## src/pisc_pkg.sv

```systemverilog
// Shared types and constants of the PI speed controller.
// No dependencies; used by every module of the block.
`timescale 1ns / 1ps

package pisc_pkg;

  // Field and register widths.
  localparam int TGT_W  = 8;
  localparam int MEAS_W = 10;
  localparam int ERR_W  = 11;
  localparam int GAIN_W = 20;
  localparam int SP_W   = 16;
  localparam int LIM_W  = 8;
  localparam int DRV_W  = 8;
  localparam int CFG_IDX_W  = 2;
  localparam int CFG_DATA_W = 20;

  // Multiplier operand and product widths.
  localparam int MA_W = ERR_W + SP_W;      // error times sample period
  localparam int MB_W = GAIN_W + 1;        // unsigned gain with a sign bit
  localparam int MP_W = MA_W + MB_W;
  localparam int P_W  = ERR_W + MB_W;      // proportional term

  // Configuration register indexes.
  localparam logic [CFG_IDX_W-1:0] REG_PROP_GAIN     = 2'd0;
  localparam logic [CFG_IDX_W-1:0] REG_INTEG_GAIN    = 2'd1;
  localparam logic [CFG_IDX_W-1:0] REG_SAMPLE_PERIOD = 2'd2;
  localparam logic [CFG_IDX_W-1:0] REG_OUTPUT_LIMIT  = 2'd3;

  // Reset values of the configuration registers.
  localparam logic [GAIN_W-1:0] RST_PROP_GAIN     = 20'd655360;
  localparam logic [GAIN_W-1:0] RST_INTEG_GAIN    = 20'd196608;
  localparam logic [SP_W-1:0]   RST_SAMPLE_PERIOD = 16'd1311;
  localparam logic [LIM_W-1:0]  RST_OUTPUT_LIMIT  = 8'd255;

  // Multiplier operand selection.
  localparam logic [1:0] MUL_PROP = 2'd0;
  localparam logic [1:0] MUL_TERM = 2'd1;
  localparam logic [1:0] MUL_INC  = 2'd2;

  typedef struct packed {
    logic [GAIN_W-1:0] prop_gain;
    logic [GAIN_W-1:0] integ_gain;
    logic [SP_W-1:0]   sample_period;
    logic [LIM_W-1:0]  output_limit;
  } cfg_t;

  typedef struct packed {
    logic       ld_in;
    logic [1:0] mul_sel;
    logic       ld_p;
    logic       ld_t;
    logic       ld_prod;
    logic       ld_en;
    logic       upd_integ;
    logic       ld_out;
  } cmd_t;

  typedef struct packed {
    logic in_zero;
  } sts_t;

endpackage

```

## src/pisc_cfg.sv

```systemverilog
// Configuration register file of the PI speed controller.
// Depends on pisc_pkg.
`timescale 1ns / 1ps

module pisc_cfg (
  input  logic                               clk,
  input  logic                               rst_n,
  input  logic                               cfg_we,
  input  logic [pisc_pkg::CFG_IDX_W-1:0]     cfg_index,
  input  logic [pisc_pkg::CFG_DATA_W-1:0]    cfg_data,
  output pisc_pkg::cfg_t                     cfg
);

  pisc_pkg::cfg_t cfg_r;
  pisc_pkg::cfg_t cfg_nxt;

  always_comb begin
    cfg_nxt = cfg_r;
    if (cfg_we) begin
      unique case (cfg_index)
        pisc_pkg::REG_PROP_GAIN:     cfg_nxt.prop_gain = cfg_data;
        pisc_pkg::REG_INTEG_GAIN:    cfg_nxt.integ_gain = cfg_data;
        pisc_pkg::REG_SAMPLE_PERIOD: cfg_nxt.sample_period = cfg_data[pisc_pkg::SP_W-1:0];
        pisc_pkg::REG_OUTPUT_LIMIT:  cfg_nxt.output_limit = cfg_data[pisc_pkg::LIM_W-1:0];
        default:                     cfg_nxt = cfg_r;
      endcase
    end
  end

  always_ff @(posedge clk) begin
    if (!rst_n) begin
      cfg_r.prop_gain     <= pisc_pkg::RST_PROP_GAIN;
      cfg_r.integ_gain    <= pisc_pkg::RST_INTEG_GAIN;
      cfg_r.sample_period <= pisc_pkg::RST_SAMPLE_PERIOD;
      cfg_r.output_limit  <= pisc_pkg::RST_OUTPUT_LIMIT;
    end else begin
      cfg_r <= cfg_nxt;
    end
  end

  assign cfg = cfg_r;

endmodule

```

## src/pisc_ctrl.sv

```systemverilog
// Sequencing state machine of the PI speed controller.
// Depends on pisc_pkg; drives the datapath through cmd_t.
`timescale 1ns / 1ps

module pisc_ctrl (
  input  logic           clk,
  input  logic           rst_n,
  input  logic           in_valid,
  output logic           in_ready,
  output logic           out_valid,
  input  logic           out_ready,
  input  pisc_pkg::sts_t sts,
  output pisc_pkg::cmd_t cmd
);

  localparam logic [2:0] S_IDLE  = 3'd0;
  localparam logic [2:0] S_PROP  = 3'd1;
  localparam logic [2:0] S_TERM  = 3'd2;
  localparam logic [2:0] S_INC   = 3'd3;
  localparam logic [2:0] S_INTEG = 3'd4;
  localparam logic [2:0] S_OUT   = 3'd5;

  logic [2:0] state_r;
  logic [2:0] state_nxt;
  logic       out_valid_r;
  logic       out_valid_nxt;

  always_comb begin
    state_nxt     = state_r;
    out_valid_nxt = out_valid_r && !out_ready;
    cmd           = '0;
    cmd.mul_sel   = pisc_pkg::MUL_PROP;
    unique case (state_r)
      S_IDLE: begin
        if (in_valid) begin
          cmd.ld_in = 1'b1;
          state_nxt = sts.in_zero ? S_OUT : S_PROP;
        end
      end
      S_PROP: begin
        cmd.mul_sel = pisc_pkg::MUL_PROP;
        cmd.ld_p    = 1'b1;
        state_nxt   = S_TERM;
      end
      S_TERM: begin
        cmd.mul_sel = pisc_pkg::MUL_TERM;
        cmd.ld_t    = 1'b1;
        cmd.ld_en   = 1'b1;
        state_nxt   = S_INC;
      end
      S_INC: begin
        cmd.mul_sel = pisc_pkg::MUL_INC;
        cmd.ld_prod = 1'b1;
        state_nxt   = S_INTEG;
      end
      S_INTEG: begin
        cmd.upd_integ = 1'b1;
        state_nxt     = S_OUT;
      end
      S_OUT: begin
        // The result register must be empty or emptying before it is reloaded.
        if (!out_valid_r || out_ready) begin
          cmd.ld_out    = 1'b1;
          out_valid_nxt = 1'b1;
          state_nxt     = S_IDLE;
        end
      end
      default: state_nxt = S_IDLE;
    endcase
  end

  always_ff @(posedge clk) begin
    if (!rst_n) begin
      state_r     <= S_IDLE;
      out_valid_r <= 1'b0;
    end else begin
      state_r     <= state_nxt;
      out_valid_r <= out_valid_nxt;
    end
  end

  assign in_ready  = (state_r == S_IDLE);
  assign out_valid = out_valid_r;

endmodule

```

## src/pisc_dp.sv

```systemverilog
// Arithmetic datapath of the PI speed controller: shared multiplier,
// integral register with anti-windup and output rounding. Depends on pisc_pkg.
`timescale 1ns / 1ps

module pisc_dp #(
  parameter int FRAC_BITS = 16
) (
  input  logic                            clk,
  input  logic                            rst_n,
  input  pisc_pkg::cfg_t                  cfg,
  input  pisc_pkg::cmd_t                  cmd,
  output pisc_pkg::sts_t                  sts,
  input  logic [pisc_pkg::TGT_W-1:0]      in_target_rpm,
  input  logic [pisc_pkg::MEAS_W-1:0]     in_measured_rpm,
  output logic [pisc_pkg::DRV_W-1:0]      out_drive
);

  localparam int INT_W = pisc_pkg::LIM_W + FRAC_BITS;
  localparam int PRE_W = pisc_pkg::P_W + 1;
  localparam int SUM_W = pisc_pkg::MP_W + 1;
  localparam logic [INT_W-1:0] HALF = INT_W'(1) << (FRAC_BITS - 1);

  logic signed [pisc_pkg::ERR_W-1:0] err_r;
  logic                              zero_r;
  logic signed [pisc_pkg::P_W-1:0]   p_r;
  logic signed [pisc_pkg::MA_W-1:0]  t_r;
  logic signed [pisc_pkg::MP_W-1:0]  prod_r;
  logic                              en_r;
  logic [INT_W-1:0]                  integ_r;
  logic [INT_W-1:0]                  integ_nxt;
  logic [pisc_pkg::DRV_W-1:0]        drive_r;
  logic [pisc_pkg::DRV_W-1:0]        drive_nxt;

  logic signed [pisc_pkg::ERR_W-1:0] err_in;
  logic signed [pisc_pkg::MA_W-1:0]  mul_a;
  logic signed [pisc_pkg::MB_W-1:0]  mul_b;
  logic signed [pisc_pkg::MP_W-1:0]  prod;
  logic [INT_W-1:0]                  maxq;
  logic signed [PRE_W-1:0]           maxq_pre;
  logic signed [SUM_W-1:0]           maxq_sum;
  logic signed [PRE_W-1:0]           pre;
  logic                              high;
  logic                              low;
  logic                              en;
  logic signed [pisc_pkg::MP_W-1:0]  inc;
  logic signed [SUM_W-1:0]           sum;
  logic signed [PRE_W-1:0]           fin;
  logic [INT_W-1:0]                  fin_clamp;
  logic [INT_W:0]                    rnd;

  assign err_in = $signed({1'b0, in_target_rpm}) - $signed({1'b0, in_measured_rpm});
  assign sts.in_zero = (in_target_rpm == '0);

  // One signed multiplier serves all three products.
  always_comb begin
    unique case (cmd.mul_sel)
      pisc_pkg::MUL_PROP: begin
        mul_a = pisc_pkg::MA_W'(err_r);
        mul_b = $signed({1'b0, cfg.prop_gain});
      end
      pisc_pkg::MUL_TERM: begin
        mul_a = pisc_pkg::MA_W'(err_r);
        mul_b = pisc_pkg::MB_W'($signed({1'b0, cfg.sample_period}));
      end
      pisc_pkg::MUL_INC: begin
        mul_a = t_r;
        mul_b = $signed({1'b0, cfg.integ_gain});
      end
      default: begin
        mul_a = '0;
        mul_b = '0;
      end
    endcase
  end

  assign prod = mul_a * mul_b;

  assign maxq     = {cfg.output_limit, {FRAC_BITS{1'b0}}};
  assign maxq_pre = PRE_W'($signed({1'b0, maxq}));
  assign maxq_sum = SUM_W'($signed({1'b0, maxq}));

  // Conditional integration: inside the range, or saturated and the error
  // points back toward it.
  assign pre  = PRE_W'(p_r) + PRE_W'($signed({1'b0, integ_r}));
  assign high = pre > maxq_pre;
  assign low  = pre < 0;
  assign en   = (!high && !low) || (high && err_r < 0) || (low && err_r > 0);

  // The arithmetic shift floors a negative increment.
  always_comb begin
    inc = '0;
    if (en_r) begin
      inc = prod_r >>> FRAC_BITS;
    end
  end

  assign sum = SUM_W'(inc) + SUM_W'($signed({1'b0, integ_r}));

  always_comb begin
    integ_nxt = integ_r;
    if (cmd.upd_integ) begin
      priority if (sum > maxq_sum) integ_nxt = maxq;
      else if (sum < 0)            integ_nxt = '0;
      else                         integ_nxt = sum[INT_W-1:0];
    end else if (cmd.ld_out && zero_r) begin
      integ_nxt = '0;
    end
  end

  assign fin = PRE_W'(p_r) + PRE_W'($signed({1'b0, integ_r}));

  always_comb begin
    priority if (fin < 0)   fin_clamp = '0;
    else if (fin > maxq_pre) fin_clamp = maxq;
    else                     fin_clamp = fin[INT_W-1:0];
  end

  // Round half up; the clamp keeps the quotient within the drive width.
  assign rnd       = {1'b0, fin_clamp} + {1'b0, HALF};
  assign drive_nxt = zero_r ? '0 : rnd[FRAC_BITS +: pisc_pkg::DRV_W];

  always_ff @(posedge clk) begin
    if (!rst_n) begin
      integ_r <= '0;
    end else begin
      integ_r <= integ_nxt;
    end
  end

  always_ff @(posedge clk) begin
    if (cmd.ld_in) begin
      err_r  <= err_in;
      zero_r <= sts.in_zero;
    end
    if (cmd.ld_p) begin
      p_r <= prod[pisc_pkg::P_W-1:0];
    end
    if (cmd.ld_t) begin
      t_r <= prod[pisc_pkg::MA_W-1:0];
    end
    if (cmd.ld_en) begin
      en_r <= en;
    end
    if (cmd.ld_prod) begin
      prod_r <= prod;
    end
    if (cmd.ld_out) begin
      drive_r <= drive_nxt;
    end
  end

  assign out_drive = drive_r;

endmodule

```

## src/pi_speed_controller_antiwindup_unit.sv

```systemverilog
// PI speed controller with conditional-integration anti-windup, top level.
// A request is accepted only in the idle state, once the previous one has made three
// passes through one shared multiplier plus the integral update and output
// rounding steps; a zero target skips to the output step, which a full result register can hold.
// Reset (rst_n, synchronous, active low) clears the integral and the
// handshake state and loads the default gains, sample time and limit.
`timescale 1ns / 1ps

module pi_speed_controller_antiwindup_unit #(
  parameter int FRAC_BITS = 16
) (
  input  logic                            clk,
  input  logic                            rst_n,
  input  logic                            in_valid,
  output logic                            in_ready,
  input  logic [pisc_pkg::TGT_W-1:0]      in_target_rpm,
  input  logic [pisc_pkg::MEAS_W-1:0]     in_measured_rpm,
  output logic                            out_valid,
  input  logic                            out_ready,
  output logic [pisc_pkg::DRV_W-1:0]      out_drive,
  input  logic                            cfg_we,
  input  logic [pisc_pkg::CFG_IDX_W-1:0]  cfg_index,
  input  logic [pisc_pkg::CFG_DATA_W-1:0] cfg_data
);

  // The controller walks each request through the steps below:
  //   accept   - latch the speed error and the zero-target flag.
  //   prop     - multiplier forms the proportional term gain * error.
  //   term     - multiplier forms error * sample time; in parallel the
  //              pre-sum P + I is checked against the limits to decide
  //              whether the integral may move.
  //   inc      - multiplier forms the scaled increment with the integral gain.
  //   integ    - the floored increment is added when allowed and the
  //              integral is clamped to the output range.
  //   out      - P + I is clamped, rounded half up and loaded into the
  //              result register once it is free.
  // A zero target skips straight to the output step, which then clears the
  // integral and drives zero. The result register lets a finished request
  // wait for the consumer while the next request is accepted.

  pisc_pkg::cfg_t cfg;
  pisc_pkg::cmd_t cmd;
  pisc_pkg::sts_t sts;

  pisc_cfg u_cfg (
    .clk       (clk),
    .rst_n     (rst_n),
    .cfg_we    (cfg_we),
    .cfg_index (cfg_index),
    .cfg_data  (cfg_data),
    .cfg       (cfg)
  );

  pisc_ctrl u_ctrl (
    .clk       (clk),
    .rst_n     (rst_n),
    .in_valid  (in_valid),
    .in_ready  (in_ready),
    .out_valid (out_valid),
    .out_ready (out_ready),
    .sts       (sts),
    .cmd       (cmd)
  );

  pisc_dp #(
    .FRAC_BITS (FRAC_BITS)
  ) u_dp (
    .clk             (clk),
    .rst_n           (rst_n),
    .cfg             (cfg),
    .cmd             (cmd),
    .sts             (sts),
    .in_target_rpm   (in_target_rpm),
    .in_measured_rpm (in_measured_rpm),
    .out_drive       (out_drive)
  );

endmodule

```

## config.mk

```make
export PLATFORM = sky130hd
export DESIGN_NAME = pi_speed_controller_antiwindup_unit
export DESIGN_NICKNAME = d
export VERILOG_FILES = /design/src/pisc_pkg.sv /design/src/pisc_cfg.sv /design/src/pisc_ctrl.sv /design/src/pisc_dp.sv /design/src/pi_speed_controller_antiwindup_unit.sv
export SDC_FILE = /design/constraint.sdc
export NUM_CORES = 2
export LEC_CHECK = 0
export ABC_CLOCK_PERIOD_IN_PS = 11700
export BUFFER_PORTS_ARGS = -buffer_cell sky130_fd_sc_hd__buf_2
export CAP_MARGIN = 20
export CELL_PAD_IN_SITES_DETAIL_PLACEMENT = 1
export CELL_PAD_IN_SITES_GLOBAL_PLACEMENT = 1
export CORE_ASPECT_RATIO = 1.25
export CORE_UTILIZATION = 52
export DETAILED_ROUTE_END_ITERATION = 7
export PLACE_DENSITY_LB_ADDON = 0.1
export SETUP_SLACK_MARGIN = 0.5
export SYNTH_ARGS = -nofsm -noshare
export SYNTH_HDL_FRONTEND = slang
export SYNTH_SLANG_ARGS = --single-unit
```

## constraint.sdc

```tcl
create_clock -name clk -period 11.7 [get_ports clk]
set_clock_uncertainty 0.15 [all_clocks]
set_input_delay 2.34 -clock clk [delete_from_list [all_inputs] [get_ports clk]]
set_output_delay 2.34 -clock clk [all_outputs]
set_load 0.05 [all_outputs]
```

==> results.txt <==
syn nets: 4189
initial antenna violation count: 2
Seq cells post-synth: 204
DP HPWL: 84.4 mm
first-pass GRT wire length: 157 mm
Area Growth Syn to Fin: 6.06%
Tcrit/Tclk final: 80.8%
Max Cap Viol: 0
Starting Density: 52.9%
clk buf depth: 3
met3 Use GR: 3.17%
WL per Instance: 24.6 um
clock latency at the later pin of the worst-skew pair: 530 ps
clk sink count: 204
H-tree depth: 1
Die ar.: 60600 um2
ys async rst share: 0%
Critical Path Sink Type: register
synthesis warning total: 0
Arrival @ worst endpoint: 9580 ps
DRC violations left: 2
routability cong.: 0.944
final hold violations: 0
Mapped Area: 31000 um2
die width: 220 um
Main synth FF type: edfxtp_1
busiest grt layer: met2
Worst Max-Slew Pin Slew: 1150 ps
# IOs: 55
Syn Inst Count: 3398
Hold Crit Class: reg -> reg
largest net degree at the start of global routing: 71
DRT iter0 DRCs: 1178
DIE HEIGHT: 275 um
status: finished, violations left
Routed Antenna Nets: 0
worst-path fanout max: 26
Fillers: 6771
Port Buf Inserts: 54
GRT met2 Usage: 61.1%
nets: 4193
clock slew at reported path FFs: 60 ps
postcts setup bufs: 0
via count: 24600
ratio of cells with drive above 1 in the final layout: 7.00%
setup_tns: 0 ps
worst hold slack: 314 ps
EDFF count, synth: 112
met1 usage: 40.7%
Fmax achieved: 106 MHz
GRT Util Overall: 34.7%
Post-CTS Hold Buffers: 0
CP required: 11830 ps
Root Driver: clkbuf_16
DR vias/cell: 5.89
Routed WL: 103 mm
vias in the first global route: 27800
relative slew slack: 23.2%
critical path's largest stage delay: 710 ps
CTS tree: done
gr ovfl total: 0
Rows: 99
CP most frequent cell: fa_1
Final setup viols: 0
Placeable Area: 58600 um2
CP max stage cell: mux2i_1
Seq/Total Area, Yosys: 16.8%
Tmin final: 9450 ps
failing checks: DRC
RSZ-0062 raised after global routing: no
library cells used by synthesis: 100
area of the multi-input gates: 23100 um2
n_diodes: 0
total CTS buffers: 21
crit start category: register
crit path kind: reg -> reg
post-cts sizing count: 0
Register Area: 5200 um2
drt pass-1 iters: 7
mean area per synthesized cell: 9.12 um2
count of pins over their slew limit: 0
## critical path: cells and delay by family (launching register included)
kind / cells / cell delay [ps]
muxes: 1 / 710
and+or+nand+nor: 3 / 530
AOI/OAI and AO/OA: 9 / 2420
buffers and inverters: 6 / 1010
xor gates and xnor gates: 1 / 80
adders and majority gates: 8 / 3930
DFF: 1 / 330
## worst paths after layout
| path | from | end | slack (ps) | depth (start not counted) |
|---|---|---|---|---|
| worst max-delay path | u_ctrl.state_r[0] | u_dp.prod_r[45] | 2250 | 28 |
| worst min-delay path | u_cfg.cfg[34] | u_cfg.cfg[34] | 310 | 2 |
| worst max register to register | u_ctrl.state_r[0] | u_dp.prod_r[45] | 2250 | 28 |
| worst min register to register | u_cfg.cfg[34] | u_cfg.cfg[34] | 310 | 2 |
## per-stage QoR
stage | setup WS [ps] | cell area [um2] | instances | util [%]
global placement | 2520 | 32200 | 4134 | 54.9
detailed placement | 2260 | 32200 | 4134 | 54.9
CTS | 2240 | 32800 | 4171 | 56.0
floorplan | 2310 | 31000 | 3398 | -
finish | 2250 | 32900 | 4173 | 56.1
global route | 1800 | 32900 | 4173 | 56.1
## state kept, by name, summed over array words and instances, names as in the netlist
register / count
u_dp.zero_r: 1
u_ctrl.state_r: 3
u_dp.integ_r: 24
u_dp.en_r: 1
u_dp.err_r: 11
u_cfg.cfg: 64
u_dp.t_r: 27
u_dp.out_drive: 8
u_dp.prod_r: 32
u_dp.p_r: 32
u_ctrl.out_valid: 1
## routing by layer
| metal | routed length, um | vias up |
|---|---|---|
| li1 | - | 10800 |
| met5 | 0 | - |
| met4 | 7330 | 0 |
| met3 | 4450 | 297 |
| met2 | 51900 | 683 |
| met1 | 38900 | 12800 |
## Yosys cell counts, types with 5 or more instances
| cell | instances | area (um2) |
|---|---|---|
| a211oi_1 | 16 | 120 |
| a21boi_0 | 49 | 368 |
| a21o_1 | 78 | 586 |
| a21oi_1 | 119 | 596 |
| a31oi_1 | 9 | 56.3 |
| a32o_1 | 7 | 70.1 |
| and2_1 | 36 | 225 |
| and3_1 | 24 | 150 |
| and4_1 | 6 | 52.6 |
| buf_2 | 9 | 45.0 |
| clkbuf_1 | 115 | 432 |
| dfxtp_1 | 92 | 1840 |
| edfxtp_1 | 112 | 3360 |
| fa_1 | 548 | 11000 |
| ha_1 | 198 | 2480 |
| inv_1 | 579 | 2170 |
| mux2_2 | 10 | 113 |
| mux2i_1 | 30 | 300 |
| nand2_1 | 376 | 1410 |
| nand2b_1 | 24 | 150 |
| nand3_1 | 42 | 210 |
| nand4_1 | 19 | 119 |
| nor2_1 | 436 | 1640 |
| nor2b_1 | 21 | 131 |
| nor3_1 | 25 | 125 |
| nor4_1 | 7 | 43.8 |
| o211ai_1 | 17 | 128 |
| o21a_1 | 26 | 195 |
| o21ai_0 | 73 | 365 |
| o21ai_1 | 16 | 80.1 |
| o21bai_1 | 12 | 90.1 |
| o31ai_1 | 12 | 90.1 |
| or2_2 | 19 | 119 |
| or3_1 | 8 | 50.1 |
| or4_1 | 5 | 37.5 |
| xnor2_1 | 77 | 674 |
| xor2_1 | 33 | 289 |
## logic make-up after synthesis
kind of cell	synth area share, %
buffers and inverters	8.85
multiplexers	1.33
flip-flops	16.8
adder cells (fa/ha/maj)	43.4
AND/OR/NAND/NOR	15.3
XOR/XNOR	3.16
AO/OA/AOI/OAI	11.2
## final cells by class
cell class,instances,share of cell area [%]
Multi-Input combinational cell,2479,70.4
Sequential cell,204,15.8
Inverter,580,6.62
Tap cell,757,2.88
Timing Repair Buffer,116,2.30
Clock buffer,27,1.73
Clock inverter,10,0.278
## layout by cell type (no fill, tap or decap), types with 13 or more instances in the layout
cell	Yosys	routed
xnor2_1	77	77
buf_2	9	54
nand2_1	376	376
o211ai_1	17	17
dfxtp_1	92	92
and3_1	24	24
nor2_1	436	434
a21boi_0	49	49
fa_1	548	548
o21ai_0	73	71
a211oi_1	16	16
or2_2	19	19
mux2i_1	30	29
clkbuf_16	0	21
edfxtp_1	112	112
a21oi_1	119	110
o21ai_1	16	13
nand3_1	42	42
inv_1	579	579
xor2_1	33	33
buf_4	3	60
nand4_1	19	19
ha_1	198	198
a21o_1	78	78
o21a_1	26	26
nor2b_1	21	20
nor3_1	25	24
nand2b_1	24	23
and2_1	36	36
Power is left out: the tool's default activity adds up to more than one toggle a clock period on the data nets, which glitch-free logic cannot reach.
